### config.mk
export PLATFORM = sky130hd
export DESIGN_NAME = heap_sort_engine
export DESIGN_NICKNAME = d
export VERILOG_FILES = /design/src/hse_pkg.sv /design/src/hse_ram.sv /design/src/hse_sorter.sv /design/src/heap_sort_engine.sv
export SDC_FILE = /design/constraint.sdc
export NUM_CORES = 2
export LEC_CHECK = 0
export BUFFER_PORTS_ARGS = -buffer_cell sky130_fd_sc_hd__buf_4
export CAP_MARGIN = 30
export CORE_AREA = 2 2 339 341
export CTS_CLUSTER_DIAMETER = 80
export DETAILED_ROUTE_END_ITERATION = 6
export DIE_AREA = 0 0 341 343
export SKIP_CTS_REPAIR_TIMING = 1
export SKIP_LAST_GASP = 1
export SLEW_MARGIN = 10
export SYNTH_ARGS = -nofsm -noshare
export SYNTH_HDL_FRONTEND = slang
export SYNTH_HIERARCHICAL = 1
export SYNTH_SLANG_ARGS = --single-unit
export TNS_END_PERCENT = 20
### constraint.sdc
create_clock -name i_clk -period 7.8 [get_ports i_clk]
set_clock_uncertainty 0.15 [all_clocks]
set_input_delay 0.78 -clock i_clk [delete_from_list [all_inputs] [get_ports i_clk]]
set_output_delay 0.78 -clock i_clk [all_outputs]
set_load 0.01 [all_outputs]
### src/hse_pkg.sv
// Shared types and constants for the heap sort engine.
// No dependencies; imported by every module of the block.
package hse_pkg;

    localparam int WORD_W       = 32;
    localparam int CAPACITY_DEF = 32;

    typedef logic signed [WORD_W-1:0] t_word;

    // status of the sort sequencer as seen by the top level
    typedef struct packed {
        logic busy;
        logic done;
    } t_sort_status;

endpackage

### src/hse_ram.sv
// Element store: one write port, one read port with registered read data.
// Depends on hse_pkg for the word type.
module hse_ram #(
    parameter int DEPTH = hse_pkg::CAPACITY_DEF,
    parameter int AW    = $clog2(DEPTH)
) (
    input  logic             i_clk,
    input  logic             i_we,
    input  logic [AW-1:0]    i_waddr,
    input  hse_pkg::t_word   i_wdata,
    input  logic [AW-1:0]    i_raddr,
    output hse_pkg::t_word   o_rdata
);
    import hse_pkg::*;

    t_word r_mem [DEPTH];
    t_word r_rdata;

    always_ff @(posedge i_clk) begin
        if (i_we) begin
            r_mem[i_waddr] <= i_wdata;
        end
        r_rdata <= r_mem[i_raddr];
    end

    assign o_rdata = r_rdata;

endmodule

### src/hse_sorter.sv
// Heap sort sequencer: heap build and root extraction over the element store,
// one shared signed comparator, one store read per cycle. Depends on hse_pkg.
module hse_sorter #(
    parameter int CAPACITY = hse_pkg::CAPACITY_DEF,
    parameter int IW       = $clog2(CAPACITY),
    parameter int CW       = $clog2(CAPACITY + 1)
) (
    input  logic                  i_clk,
    input  logic                  i_rst_n,
    input  logic                  i_start,
    input  logic [CW-1:0]         i_size,
    input  hse_pkg::t_word        i_rdata,
    output logic                  o_we,
    output logic [IW-1:0]         o_waddr,
    output hse_pkg::t_word        o_wdata,
    output logic [IW-1:0]         o_raddr,
    output hse_pkg::t_sort_status o_status
);
    import hse_pkg::*;

    localparam int XW = CW + 1;

    typedef enum logic [3:0] {
        S_IDLE, S_LOADN, S_GETN, S_LEFT, S_RIGHT, S_PICK, S_EXT0, S_EXT1, S_EXT2
    } t_state;

    t_state          r_state;
    logic            r_build;
    logic            r_done;
    logic [IW-1:0]   r_node;
    logic [IW-1:0]   r_big;
    logic [IW-1:0]   r_k;
    logic [IW-1:0]   r_end;
    logic [CW-1:0]   r_hsize;
    t_word           r_nval;
    t_word           r_bigv;

    logic [XW-1:0]   lc;
    logic [XW-1:0]   rc;
    logic            l_ok;
    logic            r_ok;
    t_word           cmp_b;
    logic            cmp_gt;
    logic [IW-1:0]   big1;
    t_word           bigv1;
    logic            moved;
    logic            resolve;
    logic            sift_done;

    assign lc   = XW'({r_node, 1'b1});
    assign rc   = lc + XW'(1);
    assign l_ok = lc < XW'(r_hsize);
    assign r_ok = rc < XW'(r_hsize);

    // the one comparator: left child against the hole value, then right child
    // against the larger of the two
    assign cmp_b  = (r_state == S_RIGHT) ? r_nval : r_bigv;
    assign cmp_gt = i_rdata > cmp_b;

    always_comb begin
        if (r_state == S_RIGHT) begin
            big1  = cmp_gt ? lc[IW-1:0] : r_node;
            bigv1 = cmp_gt ? i_rdata : r_nval;
        end else begin
            big1  = cmp_gt ? rc[IW-1:0] : r_big;
            bigv1 = cmp_gt ? i_rdata : r_bigv;
        end
    end

    assign moved     = big1 != r_node;
    assign resolve   = ((r_state == S_RIGHT) && !r_ok) || (r_state == S_PICK);
    assign sift_done = ((r_state == S_LEFT) && !l_ok) || (resolve && !moved);

    always_comb begin
        o_we    = 1'b0;
        o_waddr = r_node;
        o_wdata = r_nval;
        o_raddr = r_node;
        unique case (r_state)
            S_LEFT: begin
                o_raddr = lc[IW-1:0];
                o_we    = !l_ok;
            end
            S_RIGHT: begin
                o_raddr = rc[IW-1:0];
                if (!r_ok) begin
                    o_we    = 1'b1;
                    o_wdata = moved ? bigv1 : r_nval;
                end
            end
            S_PICK: begin
                o_we    = 1'b1;
                o_wdata = moved ? bigv1 : r_nval;
            end
            S_EXT0:  o_raddr = '0;
            S_EXT1:  o_raddr = r_end;
            S_EXT2: begin
                // old root goes to the end of the heap
                o_we    = 1'b1;
                o_waddr = r_end;
                o_wdata = r_bigv;
            end
            default: o_raddr = r_node;
        endcase
    end

    always_ff @(posedge i_clk) begin
        if (!i_rst_n) begin
            r_state <= S_IDLE;
            r_build <= 1'b0;
            r_done  <= 1'b0;
        end else begin
            // done: a set too small to sort, or the last extraction settled
            r_done <= ((r_state == S_IDLE) && i_start && (i_size < CW'(2)))
                   || (sift_done && !r_build && (r_end == IW'(1)));
            unique case (r_state)
                S_IDLE: begin
                    if (i_start && (i_size >= CW'(2))) begin
                        r_hsize <= i_size;
                        r_build <= 1'b1;
                        r_k     <= IW'((i_size >> 1) - CW'(1));
                        r_node  <= IW'((i_size >> 1) - CW'(1));
                        r_state <= S_LOADN;
                    end
                end
                S_LOADN: r_state <= S_GETN;
                S_GETN: begin
                    r_nval  <= i_rdata;
                    r_state <= S_LEFT;
                end
                S_LEFT: begin
                    if (l_ok) begin
                        r_state <= S_RIGHT;
                    end
                end
                S_RIGHT: begin
                    r_big  <= big1;
                    r_bigv <= bigv1;
                    if (r_ok) begin
                        r_state <= S_PICK;
                    end else if (moved) begin
                        r_node  <= big1;
                        r_state <= S_LEFT;
                    end
                end
                S_PICK: begin
                    if (moved) begin
                        r_node  <= big1;
                        r_state <= S_LEFT;
                    end
                end
                S_EXT0: r_state <= S_EXT1;
                S_EXT1: begin
                    r_bigv  <= i_rdata;
                    r_state <= S_EXT2;
                end
                S_EXT2: begin
                    r_nval  <= i_rdata;
                    r_node  <= '0;
                    r_hsize <= CW'(r_end);
                    r_state <= S_LEFT;
                end
                default: r_state <= S_IDLE;
            endcase

            if (sift_done) begin
                if (r_build) begin
                    if (r_k == '0) begin
                        r_build <= 1'b0;
                        r_end   <= IW'(r_hsize - CW'(1));
                        r_state <= S_EXT0;
                    end else begin
                        r_k     <= r_k - IW'(1);
                        r_node  <= r_k - IW'(1);
                        r_state <= S_LOADN;
                    end
                end else if (r_end == IW'(1)) begin
                    r_state <= S_IDLE;
                end else begin
                    r_end   <= r_end - IW'(1);
                    r_state <= S_EXT0;
                end
            end
        end
    end

    assign o_status.busy = r_state != S_IDLE;
    assign o_status.done = r_done;

endmodule

### src/heap_sort_engine.sv
// Heap sort engine top level: load and drain control, output register.
// Depends on hse_pkg, hse_ram and hse_sorter.
//
// Input channel (i_in_valid / o_in_ready, i_value, i_last): one signed value
// per item. Items up to CAPACITY are stored; further ones are dropped and the
// set is flagged truncated. The item with i_last set closes the set.
// Output channel (o_out_valid / i_out_ready): o_sorted_value in ascending
// order, o_last_out on the final value, o_truncated on every value of a
// truncated set.
// The item with i_last set produces the first result after the sort; every
// following input item (its payload ignored) produces the next result, until
// o_last_out. Then the block loads a new set.
// Loading: one item per cycle. Sort: o_in_ready is low while the sort runs,
// its length set by the single read port of the element store that the sift
// steps share. Drain: an accepted item passes L_FETCH and L_PUT, then its
// result is registered; no new item is taken before that result is put.
// A result waiting on i_out_ready does not block the next input item; the
// block stalls only when a new result is ready and the old one is not taken.
// Reset empties the set and clears the output valid flag; the store is not
// cleared, as only entries written in the current set are read.
module heap_sort_engine #(
    parameter int CAPACITY = hse_pkg::CAPACITY_DEF
) (
    input  logic           i_clk,
    input  logic           i_rst_n,
    input  logic           i_in_valid,
    output logic           o_in_ready,
    input  hse_pkg::t_word i_value,
    input  logic           i_last,
    output logic           o_out_valid,
    input  logic           i_out_ready,
    output hse_pkg::t_word o_sorted_value,
    output logic           o_last_out,
    output logic           o_truncated
);
    import hse_pkg::*;

    localparam int IW = $clog2(CAPACITY);
    localparam int CW = $clog2(CAPACITY + 1);

    typedef enum logic [2:0] {
        L_LOAD, L_SORT, L_FETCH, L_PUT, L_WAIT
    } t_state;

    t_state        r_state;
    logic [CW-1:0] r_count;
    logic          r_ovf;
    logic [IW-1:0] r_idx;
    logic          r_start;
    logic          r_ovalid;
    t_word         r_odata;
    logic          r_olast;
    logic          r_otrunc;

    logic          in_acc;
    logic          room;
    logic          fin;
    logic          put_go;
    logic          mem_we;
    logic [IW-1:0] mem_waddr;
    t_word         mem_wdata;
    logic [IW-1:0] mem_raddr;
    t_word         mem_rdata;

    logic          s_we;
    logic [IW-1:0] s_waddr;
    t_word         s_wdata;
    logic [IW-1:0] s_raddr;
    t_sort_status  s_status;

    assign o_in_ready = (r_state == L_LOAD) || (r_state == L_WAIT);
    assign in_acc     = i_in_valid && o_in_ready;
    assign room       = r_count < CW'(CAPACITY);
    assign fin        = ((CW+1)'(r_idx) + (CW+1)'(1)) >= (CW+1)'(r_count);
    assign put_go     = (r_state == L_PUT) && (!r_ovalid || i_out_ready);

    always_comb begin
        if (r_state == L_SORT) begin
            mem_we    = s_we;
            mem_waddr = s_waddr;
            mem_wdata = s_wdata;
            mem_raddr = s_raddr;
        end else begin
            mem_we    = in_acc && (r_state == L_LOAD) && room;
            mem_waddr = r_count[IW-1:0];
            mem_wdata = i_value;
            mem_raddr = r_idx;
        end
    end

    hse_ram #(
        .DEPTH (CAPACITY)
    ) u_ram (
        .i_clk   (i_clk),
        .i_we    (mem_we),
        .i_waddr (mem_waddr),
        .i_wdata (mem_wdata),
        .i_raddr (mem_raddr),
        .o_rdata (mem_rdata)
    );

    hse_sorter #(
        .CAPACITY (CAPACITY)
    ) u_sorter (
        .i_clk    (i_clk),
        .i_rst_n  (i_rst_n),
        .i_start  (r_start),
        .i_size   (r_count),
        .i_rdata  (mem_rdata),
        .o_we     (s_we),
        .o_waddr  (s_waddr),
        .o_wdata  (s_wdata),
        .o_raddr  (s_raddr),
        .o_status (s_status)
    );

    always_ff @(posedge i_clk) begin
        if (!i_rst_n) begin
            r_state  <= L_LOAD;
            r_count  <= '0;
            r_ovf    <= 1'b0;
            r_idx    <= '0;
            r_start  <= 1'b0;
            r_ovalid <= 1'b0;
        end else begin
            r_start <= (r_state == L_LOAD) && in_acc && i_last;
            if (put_go) begin
                r_ovalid <= 1'b1;
            end else if (i_out_ready) begin
                r_ovalid <= 1'b0;
            end
            unique case (r_state)
                L_LOAD: begin
                    if (in_acc) begin
                        if (room) begin
                            r_count <= r_count + CW'(1);
                        end else begin
                            r_ovf <= 1'b1;
                        end
                        if (i_last) begin
                            r_state <= L_SORT;
                        end
                    end
                end
                L_SORT: begin
                    if (s_status.done) begin
                        r_idx   <= '0;
                        r_state <= L_FETCH;
                    end
                end
                L_FETCH: r_state <= L_PUT;
                L_PUT: begin
                    // read data holds while the address is unchanged
                    if (put_go) begin
                        if (fin) begin
                            r_idx   <= '0;
                            r_count <= '0;
                            r_ovf   <= 1'b0;
                            r_state <= L_LOAD;
                        end else begin
                            r_idx   <= r_idx + IW'(1);
                            r_state <= L_WAIT;
                        end
                    end
                end
                L_WAIT: begin
                    if (in_acc) begin
                        r_state <= L_FETCH;
                    end
                end
                default: r_state <= L_LOAD;
            endcase
        end
    end

    always_ff @(posedge i_clk) begin
        if (put_go) begin
            r_odata  <= mem_rdata;
            r_olast  <= fin;
            r_otrunc <= r_ovf;
        end
    end

    assign o_out_valid    = r_ovalid;
    assign o_sorted_value = r_odata;
    assign o_last_out     = r_olast;
    assign o_truncated    = r_otrunc;

    a_sorter_owns_store: assert property (@(posedge i_clk) disable iff (!i_rst_n)
        s_status.busy |-> (r_state == L_SORT))
        else $error("sorter active outside the sort phase");

    a_count_bound: assert property (@(posedge i_clk) disable iff (!i_rst_n)
        r_count <= CW'(CAPACITY))
        else $error("element count beyond capacity");

    a_set_closes: assert property (@(posedge i_clk) disable iff (!i_rst_n)
        (put_go && fin) |=> (r_count == '0) && (r_state == L_LOAD) && o_out_valid)
        else $error("final result did not return the block to loading");

    a_done_in_sort: assert property (@(posedge i_clk) disable iff (!i_rst_n)
        s_status.done |-> (r_state == L_SORT) && !s_status.busy)
        else $error("sort completion outside the sort phase");

endmodule
==> results.toml <==
[status]
outcome = "completed"

[floorplanning]
start_util_pct = 44.5
pin_count = 73
dieArea_mm2 = 0.117
fp.coreArea_mm2 = 0.113
die_w_um = 341
die_y_um = 343
std_cell_rows = 124

[final_layout]
syn2layout_area_growth_pct = 13.4
layout_commonest_cell = "edfxtp_1"
final_util_pct = 50.5
nNetsFinal = 3474
fillers = 9376
final_cell_mix = "edfxtp_1 (1148), mux2i_1 (538), nand2_1 (226)"
drive_gt1_share_pct = 11.9

[sta]
layout_min_cycle_time_ns = 6.61
worst_pin_slew_ns = 1.05
setup_viol = 0
hold_viol_final = 0
holdWs_ns = 0.235
layout_worst_path_cycle_share_pct = 84.7
drv_slew = 0
max_freq_mhz = 151
maxSlewHeadroom_pct = 30.3
rsz0062_at_grt = "no"
fin_tns_setup_ns = 0
fin_ws_ns = 1.19

[setup_path]
setup.worst_path.class = "reg -> reg"
cp-startpoint = "u_sorter/r_state[0]"
r2r_cells = 15
r2r-start = "u_sorter/r_state[0]"
cp-endpoint = "u_ram/r_mem[18][3]"
path_max_fanout = 44
reg2reg_setup_slack_ns = 1.19
end_kind = "register"
start_kind = "register"
required_ns = 8.03
critPathArrivalTime_ns = 6.83
r2r_end = "u_ram/r_mem[18][3]"

[pwr]
power_uw = 14500
ir_drop_mv = 0.178
power.density_mw_per_mm2 = 254
power_leakage_uw = 0.0184

[route]
drc = 0
viasPerCell = 5.98
final_antenna_net_count = 0
first_pass_iters = 6
first_iter_violations = 3550
num_vias = 29845
wl_per_cell_um = 29.0
routed_wl_um = 145000

[logic_synthesis]
async_flop_share_pct = 0
synthCells = 3297
post_synth_num_cell_types = 92
syn_avg_cell_area_um2 = 15.3
yosysTopAreaCell = "edfxtp_1"
synth_seq_cells = 1203
synth_ff_type = "edfxtp_1"
netlist_top_cells_area = "edfxtp_1 (68%), mux2i_1 (11%), dfxtp_1 (2.2%), a21oi_1 (1.8%), a22oi_1 (1.8%)"
synth.net_count = 3390
yosysTopAreaCellShare_pct = 68.2
synth_edf_count = 1148
ys_seq_area_share_pct = 70.4
synth_warnings = 6
syn_area_mm2 = 0.0505

[clock_network]
cts-root-buf = "clkbuf_16"
clkSinkCount = 1203
htree_num_levels = 3
cts_tree = "yes"
cts_buffers = 117
path_clk_slew_ns = 0.06
cts_buffer_depth = 3
clock_latency_ns = 0.71

[place]
gp_congestion = 0.940
place_ws_ns = 1.30
io_buffers = 72
dp_hpwl_um = 78100

[global_route]
grt_pass1_wl_um = 205000
grt_use_total_pct = 24.3
grt_max_degree = 108
antenna_found_initial = 2
grt_overflow_total = 0
grt_pass1_vias = 28194

[worst_hold_path]
hp-class = "in -> reg"
whs_path_depth = 2

[run]
maxCapViolCount = 0
## flip-flops by register name, summed over array words and instances (netlist names)
register,flops
u_sorter/r_big,5
r_start,1
u_ram/r_mem,1024
o_out_valid,1
u_sorter/r_state,4
o_truncated,1
r_count,6
o_sorted_value,32
o_last_out,1
u_sorter/r_node,5
u_sorter/r_hsize,6
u_sorter/r_nval,32
u_sorter/r_done,1
r_state,3
u_sorter/r_bigv,32
u_ram/o_rdata,32
u_sorter/r_end,5
r_ovf,1
u_sorter/r_k,5
u_sorter/r_build,1
r_idx,5
## layout make-up
type	count	area [um^2]	share of cell area [%]
tap	1512	1890	3.30
multi-input combinational	1869	14100	24.6
timing repair buffer	158	1730	3.02
inverter	32	120	0.210
antenna	1	2.50	0.00437
sequential	1203	35600	62.1
clock buffer	164	3270	5.71
clock inverter	55	614	1.07
## per-stage QoR
step           cells  area, um^2
6_report        4994       57300
5_1_grt         4993       57300
4_1_cts         4982       57000
3_5_place_dp    4763       53100
3_3_place_gp    4760       53100
2_1_floorplan   3297       50500
## cells by family (layout without fill, tap and decap cells)
logic type,count (synthesis),in the layout,synth area share [%]
flip-flops,1203,1203,70.4
AND/OR/NAND/NOR,612,612,5.84
AO/OA/AOI/OAI,596,596,7.93
multiplexers,580,580,11.6
buffers and inverters,225,409,2.40
adder cells (fa/ha/maj),56,56,1.39
XOR/XNOR,25,25,0.433
other,0,1,0
## power breakdown
part | internal [uW] | switching [uW] | leakage [uW] | total [uW]
Clock | 3340 | 2380 | 0.00189 | 5720
Combinational | 457 | 910 | 0.00571 | 1370
Sequential | 7290 | 164 | 0.0108 | 7450
Total | 11100 | 3450 | 0.0184 | 14500
## worst max-delay path, stage by stage, from the launching register on
cell	delay, ns
dfxtp_1	0.71
or4b_4	0.76
mux2i_1	0.25
ha_1	0.48
nand4_2	0.18
nor4_2	0.51
nand4_2	0.21
nor3_2	0.33
a2111o_1	0.43
nand3_1	0.22
a31oi_2	0.55
buf_4	0.33
buf_4	0.18
a22oi_1	0.07
nand2_1	0.11
mux2_1	0.74
## synthesized netlist by cell type (all sizes together), types with 8 or more instances
| library cell | n |
|---|---|
| edfxtp | 1148 |
| mux2i | 538 |
| nand2 | 227 |
| a21oi | 187 |
| nand3 | 135 |
| a22oi | 118 |
| buf | 114 |
| clkbuf | 79 |
| nor2 | 78 |
| nor3 | 74 |
| o21ai | 69 |
| a22o | 65 |
| ha | 56 |
| dfxtp | 55 |
| mux2 | 42 |
| a31oi | 40 |
| inv | 30 |
| and2 | 21 |
| o211ai | 20 |
| xor2 | 13 |
| o22ai | 12 |
| xnor2 | 12 |
| nor2b | 11 |
| o21bai | 11 |
| nand2b | 10 |
| a32o | 9 |
| nand3b | 9 |
| nand4 | 8 |
## routing by layer
metal,share of wire (%),wire length (um),GRT usage (%)
met4,2.8,4070,6.73
met2,47,67800,39.0
met1,43,62700,34.6
met5,0.0090,13,0
met3,7.3,10600,3.78
## worst min-delay path by stage
stage	start	slack, ns	endpoint
detailed placement	r_ovf	0.28	o_truncated
finish	i_last	0.24	r_start
global route	i_last	0.20	r_start
global placement	r_ovf	0.27	o_truncated
CTS	i_last	0.19	r_start
floorplan	r_ovf	0.26	o_truncated
(Power assumes the default switching activity.)
